[src/rtl/spfa_pkg.sv]
`default_nettype none
package spfa_pkg;
  localparam int NodeW = 10;
  localparam int EdgeW = 12;
  localparam int LinkW = EdgeW + 1;
  localparam int MaxNodes = 1 << NodeW;
  localparam int MaxEdges = 1 << EdgeW;
  localparam int CountW = NodeW + 1;
  localparam logic [31:0] Unreached = 32'h3f3f3f3f;
  localparam logic [LinkW-1:0] NullLink = {LinkW{1'b1}};

  localparam logic [1:0] KindLoad = 2'd0;
  localparam logic [1:0] KindRun = 2'd1;
  localparam logic [1:0] KindRead = 2'd2;

  localparam logic [1:0] StatOk = 2'd0;
  localparam logic [1:0] StatCycle = 2'd1;
  localparam logic [1:0] StatOvf = 2'd2;

  typedef enum logic [3:0] {
    S_INIT, S_IDLE, S_LOAD, S_CLEAR, S_POP, S_HEAD, S_FETCH, S_EDGE, S_DIST,
    S_RELAX, S_IMPL, S_IDIST, S_DONE, S_READ
  } state_t;

  // Relax unit request/answer
  typedef struct packed {
    logic [31:0] src_dist;
    logic [15:0] weight;
    logic [31:0] dst_dist;
  } relax_req_t;

  typedef struct packed {
    logic        improve;
    logic [31:0] sum;
  } relax_rsp_t;
endpackage
`default_nettype wire

[src/rtl/spfa_relax.sv]
`default_nettype none
module spfa_relax (
  input  wire spfa_pkg::relax_req_t req,
  output spfa_pkg::relax_rsp_t      rsp
);
  logic signed [33:0] sum;
  always_comb begin
    sum = {{2{req.src_dist[31]}}, req.src_dist} + {{18{req.weight[15]}}, req.weight};
    if (sum > 34'sh07fffffff) rsp.sum = 32'h7fffffff;
    else if (sum < -34'sh080000000) rsp.sum = 32'h80000000;
    else rsp.sum = sum[31:0];
    rsp.improve = $signed(req.dst_dist) > $signed(rsp.sum);
  end
endmodule
`default_nettype wire

[config.mk]
export PLATFORM = sky130hd
export DESIGN_NAME = spfa_relax
export DESIGN_NICKNAME = d
export VERILOG_FILES = /design/src/rtl/spfa_pkg.sv /design/src/rtl/spfa_relax.sv
export SDC_FILE = /design/constraint.sdc
export NUM_CORES = 1
export LEC_CHECK = 0
export ABC_AREA = 0
export BUFFER_PORTS_ARGS = -buffer_cell sky130_fd_sc_hd__buf_2
export CAP_MARGIN = 20
export CORE_MARGIN = 5
export CORE_UTILIZATION = 42
export DETAILED_ROUTE_END_ITERATION = 8
export PLACE_DENSITY = 0.7
export SYNTH_ARGS = -nofsm -noshare
export SYNTH_HDL_FRONTEND = slang
export SYNTH_SLANG_ARGS = --single-unit
[constraint.sdc]
create_clock -name vclk -period 5.6
set_input_delay 0.28 -clock vclk [all_inputs]
set_output_delay 0.28 -clock vclk [all_outputs]
set_load 0.01 [all_outputs]
==> impl_metrics.toml <==
[route]
detail_route.wl_per_cell_um = 15.7
drt_iter0_markers = 169
routed_wl_mm = 9.15
dr_wl_met2_mm = 4.30
drt_pass1_iterations = 5
met1_length_mm = 4.27
dr_total_vias = 3333
routed.top_layer = "met4"
wl_met3_um = 522
ant_nets = 0
drcViolationCount = 0
vias_per_cell = 5.72

[synthesis]
yosys_warnings = 0
seq_area_frac_synth_pct = 0
synth_area_um2 = 2990
syn_area_per_cell_um2 = 7.62
syn_inst = 392
yosysUniqueCellTypes = 57
synthesis.nets = 537

[floorplanning]
ioPinCount = 113
die_width_um = 94.3
num_rows = 30
floorplan.die.height_um = 94.3
dieArea_um2 = 8900
coreArea_um2 = 6870
start_util_pct = 43.5

[power_and_ir_drop]
p_total_w = 0.000741
powerDensity_nw_per_um2 = 208
ir_worst_vdd_mv = 0.0707
p_leak_nw = 1.84

[cells_and_area]
insertedDiodeCount = 0
seq_cell_count = 0
final_cell_mix = "buf_2, ha_1, a21oi_1, a21o_1"
nNetsFinal = 634
seqCellArea_um2 = 0
final_area_um2 = 3570
syn_to_final_growth_pct = 19.5
drive_gt1_share_pct = 27.3
final_common_cell = "buf_2"
fill_cells = 711
final.clkbuf_count = 0

[timing]
hold_slack_ps = 1020
fin_crit_sh_pct = 90.7
rsz0062_at_grt = "false"
setup_slack_ps = 524
slew_headroom_pct = 55.6
setup_violations = 0
setup-tns-final_ps = 0
slew_viol_final = 0
period_minus_slack_ps = 5080
tightest_slew_ps = 666
fmax_mhz = 197
final_hold_viol_count = 0

[cts]
cts_resized = 0
postCtsHoldBufs = 0
cts_setup_buffers = 0

[worst_setup_path]
criticalPathCategory = "in -> out"
arrival_ps = 4800
path_delay_family = "compound AO/OA/AOI/OAI gates"
start_kind = "primary input"
cp_num_buf_inv = 4
crit_chain = "buf_2 > ha_1 > inv_1 > fa_1 > nor2b_4 > o2111ai_2 > nand3b_2 > a31oi_4 > o211a_4 > o21ai_4 > o21a_4 > inv_8 > nor2_8 > o21ai_1 > ha_1 > a21o_1 > a21o_1 > a21oi_1 > a21boi_0 > o21ai_0 > o2111ai_1 > xor2_1 > a41oi_1 > buf_2"
crit_required_ps = 5320
path_max_fanout = 55
slowest_stage = "nor2_8"
crit_path_end_kind = "output port"
max_stage_delay_ps = 530

[hold_path]
holdCritStartpoint = "req[48]"
hp-class = "in -> out"
min_path_cells = 4
min_to = "rsp[0]"

[grt]
overflow = 0
antenna_found_initial = 0
grtUsageTotal_pct = 19.7
grt_max_degree = 56
grt_pass1_vias = 3142
grt_pass1_wl_mm = 14.7

[placed_design]
gp_congestion = 0.864
dpl_worst_slack_ps = 512
numPortBuffers = 113
dpl.hpwl_mm = 7.87
dpl-instance-area_um2 = 3570

[flow_run]
drv_cap = 0

[run_status]
status = "finished, final reports clean"
## worst min-delay path: cells and delay by family
family                     cells  cell delay [ps]
buffers and inverters          2              220
adders and majority gates      1              120
AOI/OAI and AO/OA              1              140
## metrics by stage
| step | util, % | cells |
|---|---|---|
| after CTS | 52.0 | 583 |
| after global routing | 52.0 | 583 |
| after detailed placement | 52.0 | 583 |
| after global placement | 52.0 | 583 |
| final | 52.0 | 583 |
| after floorplan | - | 392 |
## cell families (layout without fill, tap and decap cells)
kind of cell / Yosys count / count (layout) / synth area share, %
AND/OR/NAND/NOR: 80 / 80 / 14.8
AO/OA/AOI/OAI: 185 / 185 / 42.5
multiplexers: 1 / 1 / 0.335
XOR/XNOR: 31 / 31 / 9.72
adder cells (fa/ha/maj): 65 / 65 / 27.5
buffers and inverters: 30 / 125 / 5.19
## per-layer routing
layer / up-vias / GRT usage, %
li1: 1693 / -
met1: 1520 / 28.3
met2: 116 / 34.2
met3: 4 / 0.797
met4: 0 / 0.963
met5: - / 0
## worst max-delay path by stage
stage / start / to / slack, ps / cells after the start
2_1_floorplan: req[32] / rsp[32] / 1360 / 23
3_3_place_gp: req[32] / rsp[32] / 680 / 24
3_5_place_dp: req[32] / rsp[32] / 510 / 24
4_1_cts: req[32] / rsp[32] / 510 / 24
5_1_grt: req[32] / rsp[32] / 210 / 24
6_report: req[32] / rsp[32] / 520 / 24
## synth_stat cells (all sizes together), types with 5 or more instances
cell type	count	area [um^2]
ha	64	801
a21oi	51	255
a21o	41	308
o21ai	38	213
nand2	23	96.4
o21a	23	180
xnor2	19	185
nor2	18	83.8
nand4	14	87.6
inv	12	52.6
xor2	12	105
buf	11	76.3
clkbuf	7	26.3
a31oi	6	67.6
nand3	5	30.0
o21bai	5	37.5
## report_power, final
part	leakage [nW]	switching, W	internal (W)
Combinational	1.84	0.000417	0.000324
Sequential	0	0	0
Clock	0	0	0
## area by class of cell
type / count / area (um^2) / area share, %
multi-input combinational: 362 / 2830 / 79.3
timing repair buffer: 113 / 566 / 15.8
tap: 96 / 120 / 3.36
inverter: 12 / 52.6 / 1.47
Note: power is estimated with default switching activity, not from simulation.
